===== config.mk =====
export PLATFORM = sky130hd
export DESIGN_NAME = stepper_ramp_profile_unit_flat
export DESIGN_NICKNAME = d
export VERILOG_FILES = /design/src/rtl/srp_pkg.sv /design/src/rtl/srp_if.sv /design/src/rtl/stepper_ramp_profile_unit.sv /design/src/rtl/srp_divider.sv /design/src/flat_wrapper.sv
export SDC_FILE = /design/constraint.sdc
export NUM_CORES = 1
export LEC_CHECK = 0
export BUFFER_PORTS_ARGS = -buffer_cell sky130_fd_sc_hd__buf_4
export CORE_MARGIN = 2
export CORE_UTILIZATION = 50
export CTS_CLUSTER_SIZE = 12
export DETAILED_ROUTE_END_ITERATION = 6
export PLACE_DENSITY = 0.67
export SLEW_MARGIN = 20
export SYNTH_ARGS = -nofsm -noshare
export SYNTH_HDL_FRONTEND = slang
export SYNTH_SLANG_ARGS = --single-unit

===== constraint.sdc =====
create_clock -name clk -period 5.6 [get_ports clk]
set_clock_uncertainty 0.2 [all_clocks]
set_input_delay 0 -clock clk [delete_from_list [all_inputs] [get_ports clk]]
set_output_delay 0 -clock clk [all_outputs]
set_load 0.02 [all_outputs]

===== src/rtl/srp_pkg.sv =====
`timescale 1ns / 1ps
`default_nettype none
// ----------------------------------------------------------------------------
// srp_pkg
// Shared widths, register codes and state types of the stepper ramp profile.
// ----------------------------------------------------------------------------
package srp_pkg;

	localparam int SRP_INTERVAL_BITS  = 24;
	localparam int SRP_POSITION_BITS  = 31;
	localparam int SRP_CFG_INDEX_BITS = 1;

	// configuration register indexes
	localparam logic [SRP_CFG_INDEX_BITS-1:0] CFG_FIRST_INTERVAL = 1'd0;
	localparam logic [SRP_CFG_INDEX_BITS-1:0] CFG_MIN_INTERVAL   = 1'd1;

	localparam int SRP_FIRST_RESET = 10000;
	localparam int SRP_MIN_RESET   = 1000;

	// request function codes
	localparam logic FUNC_START = 1'b0;
	localparam logic FUNC_TICK  = 1'b1;

	typedef enum logic [2:0] {
		ST_IDLE,
		ST_START_ABS,
		ST_TICK_STEP,
		ST_TICK_PREP,
		ST_DIV_WAIT,
		ST_TICK_SUM,
		ST_TICK_APPLY,
		ST_EMIT
	} srp_state_t;

	typedef enum logic [1:0] {
		PH_ACCEL,
		PH_DECEL,
		PH_HOLD
	} srp_phase_t;

endpackage
`default_nettype wire


===== src/rtl/srp_if.sv =====
`timescale 1ns / 1ps
`default_nettype none
// ----------------------------------------------------------------------------
// srp_if
// Request, result and configuration channels of the stepper ramp profile.
// ----------------------------------------------------------------------------
interface srp_in_if import srp_pkg::*; #(
	parameter int POSITION_BITS = SRP_POSITION_BITS
);
	logic                            valid;
	logic                            ready;
	logic                            func;
	logic signed [POSITION_BITS-1:0] target_position;

	modport source (output valid, func, target_position, input ready);
	modport sink (input valid, func, target_position, output ready);
endinterface

interface srp_out_if import srp_pkg::*; #(
	parameter int INTERVAL_BITS = SRP_INTERVAL_BITS,
	parameter int POSITION_BITS = SRP_POSITION_BITS
);
	logic                            valid;
	logic                            ready;
	logic                            step_pulse;
	logic                            dir_level;
	logic [INTERVAL_BITS-1:0]        next_interval_us;
	logic                            move_done;
	logic signed [POSITION_BITS-1:0] position;

	modport source (output valid, step_pulse, dir_level, next_interval_us, move_done,
		position, input ready);
	modport sink (input valid, step_pulse, dir_level, next_interval_us, move_done,
		position, output ready);
endinterface

interface srp_cfg_if import srp_pkg::*; #(
	parameter int INTERVAL_BITS = SRP_INTERVAL_BITS
);
	logic                          valid;
	logic                          ready;
	logic [SRP_CFG_INDEX_BITS-1:0] index;
	logic [INTERVAL_BITS-1:0]      data;

	modport source (output valid, index, data, input ready);
	modport sink (input valid, index, data, output ready);
endinterface
`default_nettype wire


===== src/rtl/stepper_ramp_profile_unit.sv =====
`timescale 1ns / 1ps
`default_nettype none
// ----------------------------------------------------------------------------
// stepper_ramp_profile_unit
// Trapezoidal stepper speed profile: start requests set up a move, tick
// requests issue steps and update the step interval.
// ----------------------------------------------------------------------------
//  channel  dir  handshake     payload
//  cmd      in   valid/ready   func, target_position
//  rsp      out  valid/ready   step_pulse, dir_level, next_interval_us,
//                              move_done, position
//  cfg      in   valid/ready   index, data (cfg.ready tied high)
//
//  Start request: ST_START_ABS, ST_EMIT. Tick while done: ST_EMIT. Tick:
//  ST_TICK_STEP, ST_TICK_PREP, ST_DIV_WAIT, ST_TICK_SUM, ST_TICK_APPLY,
//  ST_EMIT, the divider giving one quotient bit per cycle; cruise skips it.
//  One request in flight; cmd.ready is high again once its result sits in the
//  rsp register, so the next request is taken while that result waits.
//  Reset clears all move state; registers take their documented defaults.
// ----------------------------------------------------------------------------
module stepper_ramp_profile_unit import srp_pkg::*; #(
	parameter int INTERVAL_BITS = SRP_INTERVAL_BITS,
	parameter int POSITION_BITS = SRP_POSITION_BITS
) (
	input  logic     clk,
	input  logic     arst_n,
	srp_in_if.sink   cmd,
	srp_out_if.source rsp,
	srp_cfg_if.sink  cfg
);

	localparam int IB = INTERVAL_BITS;
	localparam int PB = POSITION_BITS;
	localparam int DW = PB + 2;

	srp_state_t state_q, state_d;

	logic [IB-1:0]        first_q;
	logic [IB-1:0]        min_q;
	logic signed [PB-1:0] pos_q;
	logic [PB-1:0]        total_q;
	logic [PB-1:0]        steps_q;
	logic [PB-1:0]        ramp_q;
	logic [IB-1:0]        ivl_q;
	logic                 neg_q;
	logic                 fin_q;
	logic                 pulse_q;
	logic                 out_valid_q;
	srp_phase_t           phase_q;
	logic                 zero_q;
	logic [PB:0]          diff_q;
	logic [IB:0]          nv_q;

	logic [PB:0]          neg_diff;
	logic [PB:0]          reach_sum;
	logic [PB-1:0]        rem_m1;
	srp_phase_t           phase_c;
	logic                 zero_c;
	logic [DW-1:0]        divisor_c;
	logic                 div_start;
	logic                 div_done;
	logic [IB:0]          div_quo;
	logic [IB:0]          quo_sel;
	logic                 emit_ok;

	// ---- phase decision for a tick (after the step count update)
	assign neg_diff  = -diff_q;
	assign reach_sum = {1'b0, steps_q} + {1'b0, ramp_q};
	assign rem_m1    = total_q + ~steps_q;  // steps remaining minus one

	always_comb begin
		if (ramp_q == '0) begin
			phase_c   = PH_ACCEL;
			zero_c    = steps_q == '0;
			divisor_c = {steps_q, 2'b01};
		end else if (reach_sum >= {1'b0, total_q}) begin
			phase_c   = PH_DECEL;
			zero_c    = total_q == steps_q;
			divisor_c = {rem_m1, 2'b11};
		end else begin
			phase_c   = PH_HOLD;
			zero_c    = 1'b0;
			divisor_c = {rem_m1, 2'b11};
		end
	end

	srp_divider #(
		.DIVIDEND_BITS(IB + 1),
		.DIVISOR_BITS (DW)
	) u_srp_divider (
		.clk     (clk),
		.arst_n  (arst_n),
		.start   (div_start),
		.dividend({ivl_q, 1'b0}),
		.divisor (divisor_c),
		.done    (div_done),
		.quotient(div_quo)
	);

	assign quo_sel = zero_q ? '0 : div_quo;
	assign emit_ok = !out_valid_q || rsp.ready;

	// ---- control
	always_ff @(posedge clk or negedge arst_n) begin
		if (!arst_n) begin
			state_q <= ST_IDLE;
		end else begin
			state_q <= state_d;
		end
	end

	always_comb begin
		state_d   = state_q;
		cmd.ready = 1'b0;
		div_start = 1'b0;
		case (state_q)
			ST_IDLE: begin
				cmd.ready = 1'b1;
				if (cmd.valid) begin
					if (cmd.func == FUNC_START) begin
						state_d = ST_START_ABS;
					end else if (fin_q) begin
						state_d = ST_EMIT;
					end else begin
						state_d = ST_TICK_STEP;
					end
				end
			end
			ST_START_ABS: state_d = ST_EMIT;
			ST_TICK_STEP: state_d = ST_TICK_PREP;
			ST_TICK_PREP: begin
				if (phase_c == PH_HOLD) begin
					state_d = ST_EMIT;
				end else if (zero_c) begin
					state_d = ST_TICK_SUM;
				end else begin
					div_start = 1'b1;
					state_d   = ST_DIV_WAIT;
				end
			end
			ST_DIV_WAIT: begin
				if (div_done) begin
					state_d = ST_TICK_SUM;
				end
			end
			ST_TICK_SUM:   state_d = ST_TICK_APPLY;
			ST_TICK_APPLY: state_d = ST_EMIT;
			ST_EMIT: begin
				if (emit_ok) begin
					state_d = ST_IDLE;
				end
			end
			default: state_d = ST_IDLE;
		endcase
	end

	assign cfg.ready = 1'b1;
	assign rsp.valid = out_valid_q;

	// ---- move state
	always_ff @(posedge clk or negedge arst_n) begin
		if (!arst_n) begin
			first_q     <= IB'(SRP_FIRST_RESET);
			min_q       <= IB'(SRP_MIN_RESET);
			pos_q       <= '0;
			total_q     <= '0;
			steps_q     <= '0;
			ramp_q      <= '0;
			ivl_q       <= '0;
			neg_q       <= 1'b0;
			fin_q       <= 1'b1;
			pulse_q     <= 1'b0;
			out_valid_q <= 1'b0;
			phase_q     <= PH_HOLD;
			zero_q      <= 1'b0;
		end else begin
			if (cfg.valid) begin
				if (cfg.index == CFG_FIRST_INTERVAL) begin
					first_q <= cfg.data;
				end
				if (cfg.index == CFG_MIN_INTERVAL) begin
					min_q <= cfg.data;
				end
			end
			if (state_q == ST_EMIT && emit_ok) begin
				out_valid_q <= 1'b1;
			end else if (out_valid_q && rsp.ready) begin
				out_valid_q <= 1'b0;
			end
			case (state_q)
				ST_IDLE: begin
					if (cmd.valid) begin
						pulse_q <= 1'b0;
					end
				end
				ST_START_ABS: begin
					total_q <= diff_q[PB] ? neg_diff[PB-1:0] : diff_q[PB-1:0];
					neg_q   <= diff_q[PB];
					steps_q <= '0;
					ramp_q  <= '0;
					ivl_q   <= first_q;
					fin_q   <= 1'b0;
				end
				ST_TICK_STEP: begin
					if (steps_q < total_q) begin
						pulse_q <= 1'b1;
						pos_q   <= neg_q ? pos_q - 1'b1 : pos_q + 1'b1;
						steps_q <= steps_q + 1'b1;
					end else begin
						fin_q <= 1'b1;
					end
				end
				ST_TICK_PREP: begin
					phase_q <= phase_c;
					zero_q  <= zero_c;
				end
				ST_TICK_APPLY: begin
					if (phase_q == PH_ACCEL) begin
						// ramp ends at the cruise interval or at mid-move
						ivl_q <= (nv_q <= {1'b0, min_q}) ? min_q : nv_q[IB-1:0];
						if (nv_q <= {1'b0, min_q} || steps_q >= (total_q >> 1)) begin
							ramp_q <= steps_q;
						end
					end else begin
						ivl_q <= nv_q[IB] ? '1 : nv_q[IB-1:0];
					end
				end
				default: ;
			endcase
		end
	end

	always_ff @(posedge clk) begin
		if (state_q == ST_IDLE && cmd.valid) begin
			diff_q <= {cmd.target_position[PB-1], cmd.target_position} - {pos_q[PB-1], pos_q};
		end
		if (state_q == ST_TICK_SUM) begin
			// decel: d(4m+1)/(4m-1) == d + 2d/(4m-1)
			nv_q <= (phase_q == PH_ACCEL) ? {1'b0, ivl_q} - quo_sel : {1'b0, ivl_q} + quo_sel;
		end
	end

	// ---- result register
	always_ff @(posedge clk) begin
		if (state_q == ST_EMIT && emit_ok) begin
			rsp.step_pulse       <= pulse_q;
			rsp.dir_level        <= neg_q;
			rsp.next_interval_us <= ivl_q;
			rsp.move_done        <= fin_q;
			rsp.position         <= pos_q;
		end
	end

endmodule
`default_nettype wire


===== src/rtl/srp_divider.sv =====
`timescale 1ns / 1ps
`default_nettype none
// ----------------------------------------------------------------------------
// srp_divider
// Restoring divider, one quotient bit per cycle, MSB first.
// ----------------------------------------------------------------------------
module srp_divider #(
	parameter int DIVIDEND_BITS = 25,
	parameter int DIVISOR_BITS  = 33
) (
	input  logic                     clk,
	input  logic                     arst_n,
	input  logic                     start,
	input  logic [DIVIDEND_BITS-1:0] dividend,
	input  logic [DIVISOR_BITS-1:0]  divisor,
	output logic                     done,
	output logic [DIVIDEND_BITS-1:0] quotient
);

	localparam int CNT_W = (DIVIDEND_BITS > 1) ? $clog2(DIVIDEND_BITS) : 1;
	localparam int CW    = (DIVIDEND_BITS + 1 > DIVISOR_BITS) ? DIVIDEND_BITS + 1
		: DIVISOR_BITS;

	logic [DIVIDEND_BITS-1:0] rem_q;
	logic [DIVIDEND_BITS-1:0] quo_q;
	logic [DIVISOR_BITS-1:0]  den_q;
	logic [CNT_W-1:0]         cnt_q;
	logic                     busy_q;
	logic                     done_q;

	logic [DIVIDEND_BITS:0]   trial;
	logic [CW-1:0]            trial_w;
	logic [CW-1:0]            diff_w;
	logic                     ge;

	// partial remainder shifted left with the next dividend bit
	assign trial   = {rem_q, quo_q[DIVIDEND_BITS-1]};
	assign trial_w = CW'(trial);
	assign ge      = trial_w >= CW'(den_q);
	assign diff_w  = trial_w - CW'(den_q);

	always_ff @(posedge clk or negedge arst_n) begin
		if (!arst_n) begin
			busy_q <= 1'b0;
			done_q <= 1'b0;
			cnt_q  <= '0;
		end else begin
			done_q <= 1'b0;
			if (start) begin
				busy_q <= 1'b1;
				cnt_q  <= '0;
			end else if (busy_q) begin
				cnt_q <= cnt_q + 1'b1;
				if (cnt_q == CNT_W'(DIVIDEND_BITS - 1)) begin
					busy_q <= 1'b0;
					done_q <= 1'b1;
				end
			end
		end
	end

	always_ff @(posedge clk) begin
		if (start) begin
			rem_q <= '0;
			quo_q <= dividend;
			den_q <= divisor;
		end else if (busy_q) begin
			rem_q <= ge ? diff_w[DIVIDEND_BITS-1:0] : trial[DIVIDEND_BITS-1:0];
			quo_q <= {quo_q[DIVIDEND_BITS-2:0], ge};
		end
	end

	assign done     = done_q;
	assign quotient = quo_q;

endmodule
`default_nettype wire


===== src/flat_wrapper.sv =====
// flat-port wrapper written by rule: the top's interface ports become plain ports
module stepper_ramp_profile_unit_flat import srp_pkg::*;
#(
	parameter int INTERVAL_BITS = SRP_INTERVAL_BITS,
	parameter int POSITION_BITS = SRP_POSITION_BITS
)
  (clk, arst_n, cmd_valid, cmd_func, cmd_target_position, cmd_ready, rsp_valid, rsp_step_pulse, rsp_dir_level, rsp_next_interval_us, rsp_move_done, rsp_position, rsp_ready, cfg_valid, cfg_index, cfg_data, cfg_ready);
  srp_in_if #(.POSITION_BITS(POSITION_BITS)) cmd_i ();
  srp_out_if #(.INTERVAL_BITS(INTERVAL_BITS), .POSITION_BITS(POSITION_BITS)) rsp_i ();
  srp_cfg_if #(.INTERVAL_BITS(INTERVAL_BITS)) cfg_i ();
  input  logic clk;
  input  logic arst_n;
  input wire logic [$bits(cmd_i.valid)-1:0] cmd_valid;
  input wire logic [$bits(cmd_i.func)-1:0] cmd_func;
  input wire logic [$bits(cmd_i.target_position)-1:0] cmd_target_position;
  output wire logic [$bits(cmd_i.ready)-1:0] cmd_ready;
  output wire logic [$bits(rsp_i.valid)-1:0] rsp_valid;
  output wire logic [$bits(rsp_i.step_pulse)-1:0] rsp_step_pulse;
  output wire logic [$bits(rsp_i.dir_level)-1:0] rsp_dir_level;
  output wire logic [$bits(rsp_i.next_interval_us)-1:0] rsp_next_interval_us;
  output wire logic [$bits(rsp_i.move_done)-1:0] rsp_move_done;
  output wire logic [$bits(rsp_i.position)-1:0] rsp_position;
  input wire logic [$bits(rsp_i.ready)-1:0] rsp_ready;
  input wire logic [$bits(cfg_i.valid)-1:0] cfg_valid;
  input wire logic [$bits(cfg_i.index)-1:0] cfg_index;
  input wire logic [$bits(cfg_i.data)-1:0] cfg_data;
  output wire logic [$bits(cfg_i.ready)-1:0] cfg_ready;
  assign cmd_i.valid = cmd_valid;
  assign cmd_i.func = cmd_func;
  assign cmd_i.target_position = cmd_target_position;
  assign cmd_ready = cmd_i.ready;
  assign rsp_valid = rsp_i.valid;
  assign rsp_step_pulse = rsp_i.step_pulse;
  assign rsp_dir_level = rsp_i.dir_level;
  assign rsp_next_interval_us = rsp_i.next_interval_us;
  assign rsp_move_done = rsp_i.move_done;
  assign rsp_position = rsp_i.position;
  assign rsp_i.ready = rsp_ready;
  assign cfg_i.valid = cfg_valid;
  assign cfg_i.index = cfg_index;
  assign cfg_i.data = cfg_data;
  assign cfg_ready = cfg_i.ready;
  stepper_ramp_profile_unit #(.INTERVAL_BITS(INTERVAL_BITS), .POSITION_BITS(POSITION_BITS)) u_core (.clk(clk), .arst_n(arst_n), .cmd(cmd_i), .rsp(rsp_i), .cfg(cfg_i));
endmodule

==> metrics list <==
- Peak per-stage delay on the critical path: 0.49 ns
* Yosys top cell area share: 18.4%
- Entering global routing, the biggest net connects 85 pins.
- For this design, the sink count on the clock tree is 410.
- By area the synthesized netlist is led by edfxtp_1 18%, dfrtp_1 18%, ha_1 13%, a21oi_1 4.0%, nand2_1 3.8%.
- The initial antenna violation count came to 1.
* Cell-by-cell listing of the critical path: ha_1 -> a21o_1 -> a21oi_1 -> o21ai_1 -> nor4_1 -> a21o_1 -> o311ai_1 -> o41a_1 -> a211o_1 -> a21oi_1 -> xnor2_1 -> ha_1 -> a21o_1 -> a2111oi_2 -> o211ai_1 -> nor3b_2 -> buf_4 -> o22ai_4 -> buf_12 -> or2_4 -> buf_12
* Routed Wire Length: 74600 um
- Layout Area Growth over Synthesis: 17.3%
- First-pass iteration count of the detailed router: 7
- Counting along the longest clock path gives a buffer depth of 3.
- The slowest stage of the critical path belongs to the cell o41a_1.
- Sequential share of the synthesized area: 39.4%
* Initial Utilization: 50.6%
- Number of buffers inserted by port buffering: 121
- Overall global routing resource usage: 25.7%
- Leakage power total: 14.6 nW
- The worst setup path is captured at a register.
- Weighted congestion at the end of routability-driven global placement: 0.927
- The total count of max-transition violations in the final report came to 0.
- Measured along the y axis, the die boundary spans 240 um.
- In the final routed layout, each cell accounts on average for 18.8 um.
* Critical Path RT: 5.73 ns
* Slew of the pin with the lowest slew margin: 1.06 ns
- The synthesized design contains 171 enable-type register cells.
* DIE WIDTH: 240 um
* Total grt overflow: 0
- Of the cells placed in the final design, the portion with a size suffix greater than 1 is 11.9%.
- Count of buffering cells on the critical path with inverters included: 3
* Most numerous cell in the Yosys netlist: ha_1
* Latest clock arrival within the worst-skew pair: 0.58 ns
* Number of nets at the end of the flow: 3536
- Path category of the worst min-delay check: in -> reg
- CTS tree: yes
- Standard cell core area: 55200 um2
* Number of buffers inserted during clock tree synthesis: 48
- The worst setup path is launched from a register.
* Maximum clock frequency: 186 MHz
- Clock-pin slew was measured on the worst setup and hold paths at 0.07 ns.
* Detailed-route DRC error count: 0
- Synthesis produced a netlist whose cell count is 2954.
- Ranking of synthesized cells by instance count: 292 x ha_1, 281 x nand2_1, 223 x a21oi_1, 209 x o21ai_0, 200 x dfrtp_1
- HPWL after detailed placement: 54400 um
- After layout, the design draws a total of 18.8 mW.
- In this run the worst path has a maximum fanout of 24.
- Dividing the detail-routed via count by the number of cells gives 5.83.
* Setup Viol. Count Final: 0
- Die Area: 57800 um2
* Power per standard cell area: 572 nW/um2
* Post-synth net total: 3314
- Among all flip-flop cells after synthesis, the most frequent one is dfrtp_1.
- The number of hold-slack violations in the final timing report was 0.
- Number of DRC violations after detailed-routing iteration 0: 1438
- The routed design could run at a clock period as short as 5.37 ns.
- For this design the top-level I/O count stands at 123.
- Max Cap Violations: 0
* Number of antenna diodes: 0
- Most common cell on crit path: a21o_1
* Fin util: 59.3%
* Max-slew headroom: 29.3%
- The via count of the first global-routing pass was 22800.
- Cell type contributing the most total cell area after synthesis: edfxtp_1
* Number of nets with antenna violations after detailed routing: 0
- Of all flip-flops after synthesis, the portion carrying an async set or reset was 52.0%.
* Worst hold slack: 0.0207 ns
- Clock tree root buffer cell: clkbuf_16
* Final-layout setup total negative slack: 0 ns
* Critical path start-end classification: reg -> reg
* Worst voltage drop across the vdd grid: 0.000375 V
* Total number of yosys warnings: 0
* Netlist area before placement: 27900 um2
* CTS H-tree lvls: 2
- The flow ran to the end, and the final reports show no timing, DRC or antenna violations.
- After synthesis, the mean cell area works out to 9.45 um2.
* Worst R2R Setup Slack: 0.23 ns
- Unique masters post-synth: 81
- Tcrit/Tclk final: 95.8%
* Post-synthesis register bit count: 410
- The cell family contributing the most delay on the critical path is compound AO/OA/AOI/OAI gates.
- Arrival time at the worst endpoint: 5.50 ns
* Global-route wire length before repair: 119000 um
* Row count: 86
* Overall via count from detail_route: 23100
through the flow:
stage | cell area [um2] | cells | setup slack [ns]
after floorplan | 27900 | 2954 | 0.157
after global placement | 29900 | 3773 | 0.0702
after detailed placement | 29900 | 3773 | 0.0308
after CTS | 32600 | 3960 | 0.00105
after global routing | 32800 | 3964 | -0.00169
final | 32800 | 3964 | 0.235
layout by cell type, fill, tap and decap left out, types with 33 or more instances in the layout:
cell type      netlist  layout
dlygate4sd3_1        0      96
xnor2_1            119     119
a211oi_1            39      39
inv_1              198     198
xor2_1              99      99
nor2b_1             35      33
nor3_1              33      33
clkbuf_16            0      52
buf_4                1     172
o21a_1              37      37
nand3_1             58      58
o21ai_0            209     207
nand2b_1            35      34
nand2_1            281     280
a21oi_1            223     223
nand4_1             39      39
ha_1               292     289
nor2_1             175     172
edfxtp_1           171     171
mux2_2              51      51
nor4_1              38      38
dfrtp_1            200     199
a21o_1              97      97
power breakdown:
part           switching, mW  leakage, nW  total [mW]  internal [mW]
combinational           5.64         9.25        9.89           4.24
sequential             0.934         4.48        5.46           4.52
clock                   1.29        0.851        3.41           2.12
routing by layer:
metal / share of wire (%) / up-vias / routed length, um / track usage (%)
li1: - / 11200 / - / -
met1: 44 / 11100 / 32700 / 33.2
met2: 49 / 639 / 36600 / 45.1
met3: 4.5 / 139 / 3380 / 3.13
met4: 2.6 / 0 / 1950 / 7.43
met5: 0 / - / 0 / 0
worst register-to-register path, delay by kind of cell (launching register included):
family / cells / cell delay (ns)
compound gates: 12 / 2.54
simple gates: 3 / 0.67
buf+inv: 3 / 0.51
fa+ha+maj: 2 / 0.65
xor+xnor: 1 / 0.15
flops: 1 / 0.40
cell type report:
type / count / area (um2)
Inverter: 199 / 747
Clock inverter: 18 / 278
Timing Repair Buffer: 277 / 2420
Tap cell: 748 / 936
Multi-Input combinational cell: 2240 / 15900
Clock buffer: 72 / 1460
Fill cell: 4705 / 22400
Sequential cell: 410 / 11000
path summary, 6_finish.rpt:
check | from | to | cells past startpoint
max | u_core.ramp_q[12] | u_core.u_srp_divider.quotient[9] | 21
min | cfg_data[20] | u_core.first_q[20] | 3
max reg2reg | u_core.ramp_q[12] | u_core.u_srp_divider.quotient[9] | 21
min reg2reg | u_core.pulse_q | u_core.rsp.step_pulse | 0
max in group asynchronous | arst_n | u_core.pos_q[19] | 4
min in group asynchronous | arst_n | u_core.steps_q[19] | 3
state kept, by name, summed over array words and instances (netlist names), 2 cells and up:
register                       count
u_core.diff_q                     32
u_core.u_srp_divider.den_q        32
u_core.pos_q                      31
u_core.ramp_q                     31
u_core.rsp.position               31
u_core.steps_q                    31
u_core.total_q                    31
u_core.nv_q                       25
u_core.u_srp_divider.quotient     25
u_core.u_srp_divider.rem_q        25
u_core.first_q                    24
u_core.ivl_q                      24
u_core.min_q                      24
u_core.rsp.next_interval_us       24
u_core.u_srp_divider.cnt_q         5
u_core.state_q                     3
u_core.phase_q                     2
timing repair:
item                                    4_1_cts  5_1_grt
hold endpoints to repair                    216        0
gates resized for setup                       0       19
endpoints found under the setup margin        0      114
setup buffers                                 0        2
hold buffers                                 97        0
logic make-up (layout without fill, tap and decap cells):
logic type                 count (synthesis)  in the layout  share of synthesized area [%]
adders and majority gates                298            298                           13.5
muxes                                     78             78                           3.02
other                                      1              1                         0.0134
and+or+nand+nor                          809            809                           13.9
DFF                                      410            410                           39.4
buffers and inverters                    304            566                           4.10
AOI/OAI and AO/OA                        836            836                           19.2
xor gates and xnor gates                 218            218                           6.84
(Power assumes the default switching activity.)
